### config.mk
export PLATFORM = sky130hd
export DESIGN_NAME = ipv4_df_clear_checksum_rewrite_flat
export DESIGN_NICKNAME = d
export VERILOG_FILES = /design/src/rtl/idcr_pkg.sv /design/src/rtl/idcr_ifs.sv /design/src/rtl/idcr_ram.sv /design/src/rtl/ipv4_df_clear_checksum_rewrite.sv /design/src/flat_wrapper.sv
export SDC_FILE = /design/constraint.sdc
export NUM_CORES = 1
export LEC_CHECK = 0
export BUFFER_PORTS_ARGS = -buffer_cell sky130_fd_sc_hd__buf_2
export CORE_MARGIN = 2
export CORE_UTILIZATION = 35
export DETAILED_ROUTE_END_ITERATION = 8
export PLACE_DENSITY = 0.45
export SYNTH_ARGS = -nofsm -noshare
export SYNTH_HDL_FRONTEND = slang
export SYNTH_SLANG_ARGS = --single-unit
### constraint.sdc
create_clock -name clock -period 6.55 [get_ports clock]
set_clock_uncertainty 0.2 [all_clocks]
set_input_delay 0.655 -clock clock [delete_from_list [all_inputs] [get_ports clock]]
set_output_delay 0.655 -clock clock [all_outputs]
set_load 0.005 [all_outputs]
### src/rtl/idcr_pkg.sv
// ----------------------------------------------------------------------------
// idcr_pkg
// Shared types and constants for the IPv4 DF-clear / checksum rewrite block.
// ----------------------------------------------------------------------------
package idcr_pkg;

   // Fixed header byte offsets that get rewritten
   localparam int unsigned IdentHiPos = 4;
   localparam int unsigned IdentLoPos = 5;
   localparam int unsigned FlagsPos   = 6;
   localparam int unsigned CsumHiPos  = 10;
   localparam int unsigned CsumLoPos  = 11;

   // Shortest header that is buffered and emitted
   localparam int unsigned MinHeaderBytes = 20;

   // Field masks
   localparam logic [7:0] DfClearMask = 8'hbf;
   localparam logic [3:0] IhlMask     = 4'hf;

   // Checksum accumulator width (covers 30 words plus the identification)
   localparam int unsigned SumWidth = 22;

   typedef enum logic [2:0] {
      ST_HDR,    // collecting header bytes and summing them
      ST_ADDID,  // add the new identification word
      ST_FOLD,   // fold end-around carries, one per cycle
      ST_EMIT,   // header run leaves from the buffer
      ST_PASS    // payload bytes pass straight through
   } state_type;

endpackage

### src/rtl/idcr_ifs.sv
// ----------------------------------------------------------------------------
// idcr_ifs
// Valid/ready channels for packet bytes in and rewritten bytes out.
// ----------------------------------------------------------------------------
interface idcr_req_if;
   logic        valid;
   logic        ready;
   logic [7:0]  in_byte;
   logic        in_last;
   logic [15:0] new_ident;

   modport source (output valid, output in_byte, output in_last, output new_ident,
                   input ready);
   modport sink   (input valid, input in_byte, input in_last, input new_ident,
                   output ready);
endinterface

interface idcr_rsp_if;
   logic       valid;
   logic       ready;
   logic [7:0] out_byte;
   logic       out_packet_end;
   logic       out_run_end;

   modport source (output valid, output out_byte, output out_packet_end,
                   output out_run_end, input ready);
   modport sink   (input valid, input out_byte, input out_packet_end,
                   input out_run_end, output ready);
endinterface

### src/rtl/idcr_ram.sv
// ----------------------------------------------------------------------------
// idcr_ram
// Generic simple dual-port RAM: one write port, one read port, registered read.
// ----------------------------------------------------------------------------
module idcr_ram #(
   parameter int unsigned WIDTH = 8,
   parameter int unsigned DEPTH = 60
) (
   input  logic                     clock,
   input  logic                     wr_en,
   input  logic [$clog2(DEPTH)-1:0] wr_addr,
   input  logic [WIDTH-1:0]         wr_data,
   input  logic                     rd_en,
   input  logic [$clog2(DEPTH)-1:0] rd_addr,
   output logic [WIDTH-1:0]         rd_data
);

   logic [WIDTH-1:0] mem_ff [DEPTH];
   logic [WIDTH-1:0] rd_data_ff;

   // write port
   always_ff @(posedge clock) begin
      if (wr_en) begin
         mem_ff[wr_addr] <= wr_data;
      end
   end

   // read port, data held while not enabled
   always_ff @(posedge clock) begin
      if (rd_en) begin
         rd_data_ff <= mem_ff[rd_addr];
      end
   end

   assign rd_data = rd_data_ff;

endmodule

### src/rtl/ipv4_df_clear_checksum_rewrite.sv
// ----------------------------------------------------------------------------
// ipv4_df_clear_checksum_rewrite
// Clears DF, replaces the identification and rewrites the IPv4 header checksum.
// ----------------------------------------------------------------------------
// Packet bytes enter one per transfer. Header bytes (IHL*4, at least 20, at
// most MAX_HEADER_BYTES) are taken one per cycle into a buffer RAM while the
// checksum is summed a byte at a time. After the last header byte (or an early
// in_last, which zero-fills the rest) input stalls while the new
// identification is added and end-around carries are folded. The header run
// then leaves through the registered RAM read stage one byte per cycle while
// the sink is ready; input stays stalled until the run's last byte moves into
// the output register. Payload bytes after the header pass through at one per
// cycle while the sink is ready.
module ipv4_df_clear_checksum_rewrite #(
   parameter int unsigned MAX_HEADER_BYTES = 60
) (
   input logic         clock,
   input logic         reset,
   idcr_req_if.sink    req_bus,
   idcr_rsp_if.source  rsp_bus
);

   localparam int unsigned PW = $clog2(MAX_HEADER_BYTES + 1);
   localparam int unsigned AW = $clog2(MAX_HEADER_BYTES);
   localparam int unsigned SW = idcr_pkg::SumWidth;
   localparam logic [5:0]  MaxLen6 = 6'(MAX_HEADER_BYTES);
   localparam logic [5:0]  MinLen6 = 6'(idcr_pkg::MinHeaderBytes);

   idcr_pkg::state_type state_ff, state_in;

   logic [PW-1:0] pos_ff, pos_in;
   logic [PW-1:0] hdr_len_ff, hdr_len_in;
   logic [PW-1:0] ck_len_ff, ck_len_in;
   logic [PW-1:0] fill_ff, fill_in;
   logic          last_ff, last_in;
   logic [15:0]   ident_ff, ident_in;
   logic [SW-1:0] sum_ff, sum_in;
   logic [PW-1:0] rd_idx_ff, rd_idx_in;
   logic          s1_valid_ff, s1_valid_in;
   logic [PW-1:0] s1_idx_ff, s1_idx_in;

   logic          rsp_valid_ff, rsp_valid_in;
   logic [7:0]    rsp_byte_ff, rsp_byte_in;
   logic          rsp_pend_ff, rsp_pend_in;
   logic          rsp_rend_ff, rsp_rend_in;

   logic          req_ready;
   logic          req_xfer;
   logic          out_free;
   logic          s1_move;
   logic          rd_issue;
   logic          s1_final;
   logic [7:0]    rd_data;
   logic [7:0]    hdr_byte;
   logic [15:0]   csum;

   logic [5:0]    ihl4;
   logic [PW-1:0] hdr_len_new;
   logic [PW-1:0] ck_len_new;
   logic [PW-1:0] cur_hdr_len;
   logic [PW-1:0] cur_ck_len;
   logic [PW-1:0] word_base;
   logic          word_used;
   logic [7:0]    in_val;
   logic [SW-1:0] addend;
   logic [PW-1:0] pos_next;
   logic          flush;

   // buffer for header bytes
   idcr_ram #(
      .WIDTH (8),
      .DEPTH (MAX_HEADER_BYTES)
   ) u_hdr_ram (
      .clock   (clock),
      .wr_en   (req_xfer && (state_ff == idcr_pkg::ST_HDR)),
      .wr_addr (pos_ff[AW-1:0]),
      .wr_data (req_bus.in_byte),
      .rd_en   (rd_issue),
      .rd_addr (rd_idx_ff[AW-1:0]),
      .rd_data (rd_data)
   );

   // header length decode from byte 0
   always_comb begin
      ihl4 = {req_bus.in_byte[3:0] & idcr_pkg::IhlMask, 2'b00};
      priority if (ihl4 < MinLen6) begin
         hdr_len_new = PW'(MinLen6);
      end else if (ihl4 > MaxLen6) begin
         hdr_len_new = PW'(MaxLen6);
      end else begin
         hdr_len_new = PW'(ihl4);
      end
      ck_len_new  = (ihl4 > MaxLen6) ? PW'(MaxLen6) : PW'(ihl4);
      cur_hdr_len = (pos_ff == '0) ? hdr_len_new : hdr_len_ff;
      cur_ck_len  = (pos_ff == '0) ? ck_len_new  : ck_len_ff;
   end

   // per-byte checksum contribution; identification word is added in ST_ADDID
   always_comb begin
      word_base = {pos_ff[PW-1:1], 1'b0};
      word_used = (word_base != PW'(idcr_pkg::IdentHiPos))
               && (word_base != PW'(idcr_pkg::CsumHiPos))
               && (({1'b0, word_base} + (PW+1)'(1)) < {1'b0, cur_ck_len});
      in_val = (pos_ff == PW'(idcr_pkg::FlagsPos)) ?
               (req_bus.in_byte & idcr_pkg::DfClearMask) : req_bus.in_byte;
      if (!word_used) begin
         addend = '0;
      end else if (pos_ff[0]) begin
         addend = SW'(in_val);
      end else begin
         addend = SW'({in_val, 8'h00});
      end
      pos_next = pos_ff + PW'(1);
      flush    = (pos_next == cur_hdr_len) || req_bus.in_last;
   end

   // emit pipeline: RAM read stage feeding the output register
   assign out_free = !rsp_valid_ff || rsp_bus.ready;
   assign s1_move  = s1_valid_ff && out_free;
   assign rd_issue = (state_ff == idcr_pkg::ST_EMIT) && (rd_idx_ff != hdr_len_ff)
                     && (!s1_valid_ff || s1_move);
   assign s1_final = (s1_idx_ff == (hdr_len_ff - PW'(1)));
   assign csum     = ~sum_ff[15:0];

   // rewrite of the byte leaving the read stage
   always_comb begin
      priority if (s1_idx_ff == PW'(idcr_pkg::IdentHiPos)) begin
         hdr_byte = ident_ff[15:8];
      end else if (s1_idx_ff == PW'(idcr_pkg::IdentLoPos)) begin
         hdr_byte = ident_ff[7:0];
      end else if (s1_idx_ff == PW'(idcr_pkg::CsumHiPos)) begin
         hdr_byte = csum[15:8];
      end else if (s1_idx_ff == PW'(idcr_pkg::CsumLoPos)) begin
         hdr_byte = csum[7:0];
      end else if (s1_idx_ff >= fill_ff) begin
         hdr_byte = 8'h00;
      end else if (s1_idx_ff == PW'(idcr_pkg::FlagsPos)) begin
         hdr_byte = rd_data & idcr_pkg::DfClearMask;
      end else begin
         hdr_byte = rd_data;
      end
   end

   // input handshake
   always_comb begin
      unique case (state_ff)
         idcr_pkg::ST_HDR:  req_ready = 1'b1;
         idcr_pkg::ST_PASS: req_ready = out_free;
         default:           req_ready = 1'b0;
      endcase
   end
   assign req_xfer = req_bus.valid && req_ready;

   // next state and datapath
   always_comb begin
      state_in     = state_ff;
      pos_in       = pos_ff;
      hdr_len_in   = hdr_len_ff;
      ck_len_in    = ck_len_ff;
      fill_in      = fill_ff;
      last_in      = last_ff;
      ident_in     = ident_ff;
      sum_in       = sum_ff;
      rd_idx_in    = rd_idx_ff;
      s1_valid_in  = s1_valid_ff;
      s1_idx_in    = s1_idx_ff;
      rsp_valid_in = rsp_valid_ff && !rsp_bus.ready;
      rsp_byte_in  = rsp_byte_ff;
      rsp_pend_in  = rsp_pend_ff;
      rsp_rend_in  = rsp_rend_ff;

      unique case (state_ff)
         idcr_pkg::ST_HDR: begin
            if (req_xfer) begin
               if (pos_ff == '0) begin
                  ident_in = req_bus.new_ident;
               end
               hdr_len_in = cur_hdr_len;
               ck_len_in  = cur_ck_len;
               sum_in     = ((pos_ff == '0) ? '0 : sum_ff) + addend;
               fill_in    = pos_next;
               last_in    = req_bus.in_last;
               if (flush) begin
                  pos_in   = '0;
                  state_in = idcr_pkg::ST_ADDID;
               end else begin
                  pos_in = pos_next;
               end
            end
         end
         idcr_pkg::ST_ADDID: begin
            if (ck_len_ff > PW'(idcr_pkg::IdentLoPos)) begin
               sum_in = sum_ff + SW'(ident_ff);
            end
            state_in = idcr_pkg::ST_FOLD;
         end
         idcr_pkg::ST_FOLD: begin
            if (sum_ff[SW-1:16] != '0) begin
               sum_in = SW'(sum_ff[15:0]) + SW'(sum_ff[SW-1:16]);
            end else begin
               rd_idx_in = '0;
               state_in  = idcr_pkg::ST_EMIT;
            end
         end
         idcr_pkg::ST_EMIT: begin
            if (rd_issue) begin
               rd_idx_in   = rd_idx_ff + PW'(1);
               s1_valid_in = 1'b1;
               s1_idx_in   = rd_idx_ff;
            end else if (s1_move) begin
               s1_valid_in = 1'b0;
            end
            if (s1_move) begin
               rsp_valid_in = 1'b1;
               rsp_byte_in  = hdr_byte;
               rsp_rend_in  = s1_final;
               rsp_pend_in  = s1_final && last_ff;
               if (s1_final) begin
                  state_in = last_ff ? idcr_pkg::ST_HDR : idcr_pkg::ST_PASS;
               end
            end
         end
         idcr_pkg::ST_PASS: begin
            if (req_xfer) begin
               rsp_valid_in = 1'b1;
               rsp_byte_in  = req_bus.in_byte;
               rsp_pend_in  = req_bus.in_last;
               rsp_rend_in  = 1'b1;
               if (req_bus.in_last) begin
                  state_in = idcr_pkg::ST_HDR;
               end
            end
         end
         default: begin
            state_in = idcr_pkg::ST_HDR;
         end
      endcase
   end

   // control registers
   always_ff @(posedge clock) begin
      if (reset) begin
         state_ff     <= idcr_pkg::ST_HDR;
         pos_ff       <= '0;
         hdr_len_ff   <= '0;
         ck_len_ff    <= '0;
         sum_ff       <= '0;
         ident_ff     <= '0;
         s1_valid_ff  <= 1'b0;
         rsp_valid_ff <= 1'b0;
      end else begin
         state_ff     <= state_in;
         pos_ff       <= pos_in;
         hdr_len_ff   <= hdr_len_in;
         ck_len_ff    <= ck_len_in;
         sum_ff       <= sum_in;
         ident_ff     <= ident_in;
         s1_valid_ff  <= s1_valid_in;
         rsp_valid_ff <= rsp_valid_in;
      end
   end

   // payload registers
   always_ff @(posedge clock) begin
      fill_ff     <= fill_in;
      last_ff     <= last_in;
      rd_idx_ff   <= rd_idx_in;
      s1_idx_ff   <= s1_idx_in;
      rsp_byte_ff <= rsp_byte_in;
      rsp_pend_ff <= rsp_pend_in;
      rsp_rend_ff <= rsp_rend_in;
   end

   assign req_bus.ready          = req_ready;
   assign rsp_bus.valid          = rsp_valid_ff;
   assign rsp_bus.out_byte       = rsp_byte_ff;
   assign rsp_bus.out_packet_end = rsp_pend_ff;
   assign rsp_bus.out_run_end    = rsp_rend_ff;

endmodule

### src/flat_wrapper.sv
// flat-port wrapper written by rule: the top's interface ports become plain ports
module ipv4_df_clear_checksum_rewrite_flat 
#(
   parameter int unsigned MAX_HEADER_BYTES = 60
)
  (clock, reset, req_bus_valid, req_bus_in_byte, req_bus_in_last, req_bus_new_ident, req_bus_ready, rsp_bus_valid, rsp_bus_out_byte, rsp_bus_out_packet_end, rsp_bus_out_run_end, rsp_bus_ready);
  idcr_req_if req_bus_i ();
  idcr_rsp_if rsp_bus_i ();
  input logic clock;
  input logic reset;
  input wire logic [$bits(req_bus_i.valid)-1:0] req_bus_valid;
  input wire logic [$bits(req_bus_i.in_byte)-1:0] req_bus_in_byte;
  input wire logic [$bits(req_bus_i.in_last)-1:0] req_bus_in_last;
  input wire logic [$bits(req_bus_i.new_ident)-1:0] req_bus_new_ident;
  output wire logic [$bits(req_bus_i.ready)-1:0] req_bus_ready;
  output wire logic [$bits(rsp_bus_i.valid)-1:0] rsp_bus_valid;
  output wire logic [$bits(rsp_bus_i.out_byte)-1:0] rsp_bus_out_byte;
  output wire logic [$bits(rsp_bus_i.out_packet_end)-1:0] rsp_bus_out_packet_end;
  output wire logic [$bits(rsp_bus_i.out_run_end)-1:0] rsp_bus_out_run_end;
  input wire logic [$bits(rsp_bus_i.ready)-1:0] rsp_bus_ready;
  assign req_bus_i.valid = req_bus_valid;
  assign req_bus_i.in_byte = req_bus_in_byte;
  assign req_bus_i.in_last = req_bus_in_last;
  assign req_bus_i.new_ident = req_bus_new_ident;
  assign req_bus_ready = req_bus_i.ready;
  assign rsp_bus_valid = rsp_bus_i.valid;
  assign rsp_bus_out_byte = rsp_bus_i.out_byte;
  assign rsp_bus_out_packet_end = rsp_bus_i.out_packet_end;
  assign rsp_bus_out_run_end = rsp_bus_i.out_run_end;
  assign rsp_bus_i.ready = rsp_bus_ready;
  ipv4_df_clear_checksum_rewrite #(.MAX_HEADER_BYTES(MAX_HEADER_BYTES)) u_core (.clock(clock), .reset(reset), .req_bus(req_bus_i), .rsp_bus(rsp_bus_i));
endmodule
# Word level (Yosys, flattened, before mapping)
# Memory sizes are Yosys's and may differ from the RTL's. A register that Yosys moved wholly into a read port is not among the register bits.
# Index checks and enable logic that the tools add are counted.
[word_totals] regBits=90 latch_bits=0 mem_bits_rw=480 mem_bits_ro=0 in_bits=29 output_inout_bits=12 elab_cells=132 n_memories=1
[memory_table] name="u_core.u_hdr_ram.mem_ff" depth=60 word_bits=8 rd=1 rd_ports_with_merged_regs=1 wr=1 line_no="idcr_ram.sv:18" rtl="logic [WIDTH-1:0] mem_ff [DEPTH];"
[classes] addsub=7 multipliers=0 div=0 magnitude_cmp=5 eq_ne=25 shifts=0 n_mux=48 bitwise_logic=1 reduce_logical=30
[ops] operator="2-to-1 mux 22 bit" n=5
[ops] operator="case mux 22 bit (3 select lines)" n=1
[ops] operator="2-to-1 mux 8 bit" n=7
[ops] operator="2-to-1 mux 6 bit" n=7
[ops] operator="equality test 6 x 3 -> 1 bit, second input constant" n=4
[ops] operator="2-to-1 mux 3 bit" n=8
[ops] operator="adder 22 x 16 -> 22 bit" n=1
[ops] operator="adder 22 bit" n=1
[ops] operator="adder 16 x 6 -> 17 bit" n=1
[ops] operator="2-to-1 mux 16 bit" n=1
[ops] operator="!= test 2 x 1 -> 1 bit, second input constant" n=8
[ops] operator="inverter 16 bit" n=1
[ops] operator="case mux 8 bit (2 select lines)" n=1
[ops] operator="case mux 3 bit (5 select lines)" n=1
[ops] operator="2-to-1 mux 7 bit" n=2
[ops] operator="adder 6 x 1 -> 6 bit, second input constant" n=2
[ops] operator="equality test 6 x 4 -> 1 bit, second input constant" n=2
[ops] operator="equality test 6 bit" n=2
[ops] operator="case mux 6 bit (2 select lines)" n=1
[ops] operator="2-to-1 mux 1 bit" n=10
[ops] operator="logical AND 1 bit" n=9
[ops] operator="AND reduction 3 bit" n=3
[ops] operator="case mux 1 bit (2 select lines)" n=4
[ops] operator="adder 6 x 1 -> 7 bit, second input constant" n=1
[ops] operator="other kinds (23)" n=33

# Logic depth before layout (Yosys ltp)
[logic_depth] word_depth=9 ltp_mapped=24 depth_no_buf=21

# Cells and area by module
# A second synthesis with hierarchy kept.
[unflattened] hier_cells=1828 area_unflattened_um2=26484.2
[modules_own_cells] module="idcr_ram" instances=1 cells_per_inst=925 area_each_um2=19319.8 seq_area_each_um2=14654.1
[modules_own_cells] module="ipv4_df_clear_checksum_rewrite" instances=1 cells_per_inst=903 area_each_um2=7164.4 seq_area_each_um2=2072.0

# Worst setup path after synthesis
# Ideal clock, no wire load.
[synth_timing] path_kind="register to register" startpoint="reg u_core.pos_ff[1]" endpoint="reg u_core.sum_ff[20]" setup_time_ns=0.095 arrival_ns=4.663 t_required_ns=6.255 setup_slack_ns=1.591 path_stages_with_launch=25 path_buffers=3 synth_period_minus_slack_ns=4.959 cell_sequence="dfxtp_1 clkbuf_1 inv_1 ha_1 nand2b_1 nor2_1 buf_4 mux2i_1 ha_1 o31a_1 o21a_1 o21a_1 o21a_1 clkbuf_1 nor3_1 ha_1 inv_1 fa_1 nor2b_1 o31a_1 o221a_2 o21ai_0 a21oi_1 a41oi_1 a221oi_1"
[synth_between] elab_chain_cells=8 elab_cells_between_ends=16 classes_between="add/sub (2); order compare (1); eq/ne (3); mux (7); reduce/logical (3)"
[synth_lines] item="start, declared" line_no="ipv4_df_clear_checksum_rewrite.sv:31" rtl="logic [PW-1:0] pos_ff, pos_in;"
[synth_lines] item="start signal, assigned" line_no="ipv4_df_clear_checksum_rewrite.sv:253" rtl="pos_ff <= pos_in;"
[synth_lines] item="parallel branches: the longest is 5 deep, another holds adder 6 x 1 -> 7 bit"
[synth_lines] item="adder 22 bit *" line_no="ipv4_df_clear_checksum_rewrite.sv:180" rtl="sum_in = ((pos_ff == '0) ? '0 : sum_ff) + addend;"
[synth_lines] item="2-to-1 mux 22 bit *" line_no="ipv4_df_clear_checksum_rewrite.sv:174" rtl="if (req_xfer) begin"
[synth_lines] item="case mux 22 bit (3 select lines) *" line_no="ipv4_df_clear_checksum_rewrite.sv:172" rtl="unique case (state_ff)"
[synth_lines] item="end signal, assigned" line_no="ipv4_df_clear_checksum_rewrite.sv:256" rtl="sum_ff <= sum_in;"
[synth_lines] item="end, declared" line_no="ipv4_df_clear_checksum_rewrite.sv:37" rtl="logic [SW-1:0] sum_ff, sum_in;"
# Every way passes the cells marked *. The select of a mux whose other input is x is not followed.
# A chain may end at the register's enable or synchronous reset.

# Worst setup path in the final report
[layout_timing] startpoint="reg u_core.pos_ff[5]" endpoint="reg u_core.sum_ff[18]"
# The elaborated chain is that of the path after synthesis.

==> impl_metrics.env <==
export IMPL_period_needed_ps=5870
export IMPL_layout_drive_gt1_share=0.185
export IMPL_place_hpwl_mm=46.4
export IMPL_final_core_utilization=0.401
export IMPL_fin_setup_tns_ps=0
export IMPL_min_delay_path_class="in -> reg"
export IMPL_synth_ff_latch_count=577
export IMPL_timing_hold_violations_final=0
export IMPL_critPathSlowestCell="nor2_1"
export IMPL_finalWorstSetupSlack_ps=677
export IMPL_wire_length_of_the_first_global_routing_pass_mm=108
export IMPL_antenna_found_initial=4
export IMPL_r2r_cells=17
export IMPL_synth_fp_nets=1793
export IMPL_die_width_um=276
export IMPL_setup_viol=0
export IMPL_grt_overflow=0
export IMPL_vdd_ir_drop_max_uv=230
export IMPL_timing_rr_end="u_core.sum_ff[18]"
export IMPL_rr_startpoint="u_core.pos_ff[5]"
export IMPL_max_clock_freq_mhz=170
export IMPL_clock_latency_on_the_worst_skew_pair_ps=610
export IMPL_firstDrtPassIters=7
export IMPL_ctsRootBufferMaster="clkbuf_16"
export IMPL_drt_vias_per_instance=5.52
export IMPL_postSynth_asyncResetShare=0
export IMPL_syn_mean_instance_area_um2=15.2
export IMPL_min_delay_start="req_bus_new_ident[8]"
export IMPL_cts_tree="built"
export IMPL_hold_fix_buffer_count_after_cts=0
export IMPL_relative_max_transition_margin=0.148
export IMPL_ys_warn_count=0
export IMPL_preCtsSetupSlack_ps=797
export IMPL_library_cells_used_by_synthesis=73
export IMPL_dominant_cell_type_by_count_on_the_critical_path="o21a_1"
export IMPL_pin_count_of_the_biggest_net_entering_global_routing=125
export IMPL_synth_main_ff_cell="edfxtp_1"
export IMPL_max_clock_path_buffers=3
export IMPL_reg2reg_slack_ps=680
export IMPL_total_of_max_cap_violations=0
export IMPL_syn_to_final_growth_pct=13.2
export IMPL_final_instance_count_excl_fill=2768
export IMPL_io_pin_count=41
export IMPL_drc=0
export IMPL_place_inst=2641
export IMPL_cts_resized=0
export IMPL_cts_sinks=577
export IMPL_syn_area_mm2=0.0260
export IMPL_drt_antenna_violating_nets=0
export IMPL_worst_setup_path_start_kind="flop"
export IMPL_critPathArrivalTime_ps=6190
export IMPL_routed_wirelength_mm=73.0
export IMPL_timing_critical_path_from="u_core.pos_ff[5]"
export IMPL_status="finished, final reports clean"
export IMPL_num_rows=99
export IMPL_cpLargestDelayFamily="compound AO/OA/AOI/OAI gates"
export IMPL_first_global_vias=15500
export IMPL_critical_path_endpoint="u_core.sum_ff[18]"
export IMPL_period_share=0.897
export IMPL_timing_hold_worst_path_depth=3
export IMPL_path_clk_slew_ps=60
export IMPL_number_of_enable_type_register_cells_in_the_synthesized_netlist=517
export IMPL_floorplan_initialDensity=0.355
export IMPL_cts_htree_levels=3
export IMPL_power_density_mw_per_mm2=351
export IMPL_finalMaxSlewViolations=0
export IMPL_worstSetupPathType="reg -> reg"
export IMPL_largest_driver_fanout_on_the_critical_path=17
export IMPL_synth_yosys_seq_area_share=0.644
export IMPL_synth_top_cell_area_share=0.598
export IMPL_core_mm2=0.0732
export IMPL_routedWlPerCell_um=26.4
export IMPL_netlist_top_cell_by_area="edfxtp_1"
export IMPL_power_leakage_nw=9.67
export IMPL_place_port_buffers=40
export IMPL_post_cts_setup_buffer_count=0
export IMPL_first_iter_violations=1385
export IMPL_globalplace_congestion=0.842
export IMPL_gr_usage_all_layers=0.192
export IMPL_critical_path_depth=17
export IMPL_rsz_0062_raised_after_global_routing="false"
export IMPL_die_height_um=276
export IMPL_crit_required_ps=6860
export IMPL_cp_cell_sequence="or3_1, nor2_1, buf_4, mux2i_1, ha_1, o21a_1, o21a_1, o21a_1, nor4b_1, ha_1, a21o_1, a221o_1, or2_2, o21ai_0, a21oi_1, o221a_2, o32ai_1"
export IMPL_timing_worst_slew_pin_value_ps=1280
export IMPL_pnr_total_power_mw=10.3
export IMPL_route_vias_total=15300
export IMPL_synth_cells=1708
export IMPL_die_area_mm2=0.0764
export IMPL_cts_buffers_inserted=68
export IMPL_biggest_cell_delay_along_the_critical_path_ps=580
export IMPL_endpoint_kind="flop"
export IMPL_nets=1837
export IMPL_path_buf_inv=1
export IMPL_netlist_top_cells_area="edfxtp_1 60%, mux4_2 13%, dfxtp_1 4.6%, ha_1 2.6%, nor2_1 2.1%"
-- worst min-delay path: cells and delay by family --
family	cells	cell delay, ps
AOI/OAI and AO/OA	1	50
buffers and inverters	1	90
and+or+nand+nor	1	50
-- state kept, by name, indices dropped and copies added, names as in the netlist --
register / flops
u_core.ck_len_ff: 5
u_core.fill_ff: 6
u_core.hdr_len_ff: 6
u_core.ident_ff: 16
u_core.last_ff: 1
u_core.pos_ff: 6
u_core.rd_idx_ff: 6
u_core.rsp_bus.out_byte: 8
u_core.rsp_bus.out_packet_end: 1
u_core.rsp_bus.out_run_end: 1
u_core.rsp_bus.valid: 1
u_core.s1_idx_ff: 6
u_core.s1_valid_ff: 1
u_core.state_ff: 3
u_core.sum_ff: 22
u_core.u_hdr_ram.mem_ff: 480
u_core.u_hdr_ram.rd_data: 8
-- per-layer routing --
| layer | routed length, um | track usage | part of all wire |
|---|---|---|---|
| met1 | 33600 | 0.274 | 0.46 |
| met2 | 34200 | 0.305 | 0.47 |
| met3 | 3470 | 0.0308 | 0.048 |
| met4 | 1660 | 0.0507 | 0.023 |
| met5 | 12 | 0 | 0.00016 |
-- synthesized netlist by cell type, types with 11 or more instances --
cell type and number:
edfxtp_1 517, mux4_2 152, nor2_1 143, nand2_1 124, a21oi_1 93, clkbuf_1 66, dfxtp_1 60, o21ai_0 60
ha_1 53, nand3_1 36, nor3_1 34, inv_1 29, xnor2_1 27, xor2_1 20, a21o_1 19, and2_1 19
o211ai_1 16, a211oi_1 15, mux2i_1 14, buf_2 13, o21a_1 12, a31oi_1 11, nand4_1 11
-- cell type report --
cell class | instances | area, um2
Clock inverter | 42 | 338
Tap cell | 959 | 1200
Multi-Input combinational cell | 1009 | 8740
Sequential cell | 577 | 16700
Clock buffer | 84 | 1850
Antenna cell | 1 | 2.50
Timing Repair Buffer | 67 | 428
Inverter | 29 | 109
Fill cell | 6702 | 43800
-- logic make-up (layout without fill, tap and decap cells) --
kind of cell,count (synthesis),after routing,synth area share
compound gates,302,302,0.0758
mux,167,167,0.138
xor+xnor,48,48,0.0167
fa+ha+maj,56,56,0.0279
simple gates,436,436,0.0783
buf+inv,122,222,0.0192
flops,577,577,0.644
other cells,0,1,0
-- metrics by stage --
step / hold slack, ps / area (um2)
after global placement: 269 / 27200
final: 84.1 / 29400
after detailed placement: 262 / 27200
after CTS: 38.8 / 29400
after floorplan: 224 / 26000
after global routing: 73.0 / 29400
-- worst min path at each step --
stage,endpoint
5_1_grt,u_core.ident_ff[9]
4_1_cts,u_core.ident_ff[8]
3_3_place_gp,u_core.ck_len_ff[2]
3_5_place_dp,u_core.ck_len_ff[1]
6_report,u_core.ident_ff[8]
2_1_floorplan,u_core.s1_idx_ff[2]
-- where the power goes --
| group | switching, mW | internal (mW) | total [mW] | leakage (nW) |
|---|---|---|---|---|
| clock | 1.53 | 2.17 | 3.71 | 1.06 |
| combinational | 1.29 | 0.926 | 2.22 | 3.46 |
| sequential | 0.226 | 4.17 | 4.39 | 5.15 |
-- cells in the final DEF (no fill, tap or decap), drive strengths merged, types with 33 or more instances in the layout --
cell / count
nand2: 125
nor2: 143
buf: 67
o21ai: 60
clkbuf: 84
nand3: 36
ha: 53
nor3: 36
inv: 33
dfxtp: 60
mux4: 152
edfxtp: 517
a21oi: 93
Note: power is estimated with default switching activity, not from simulation.
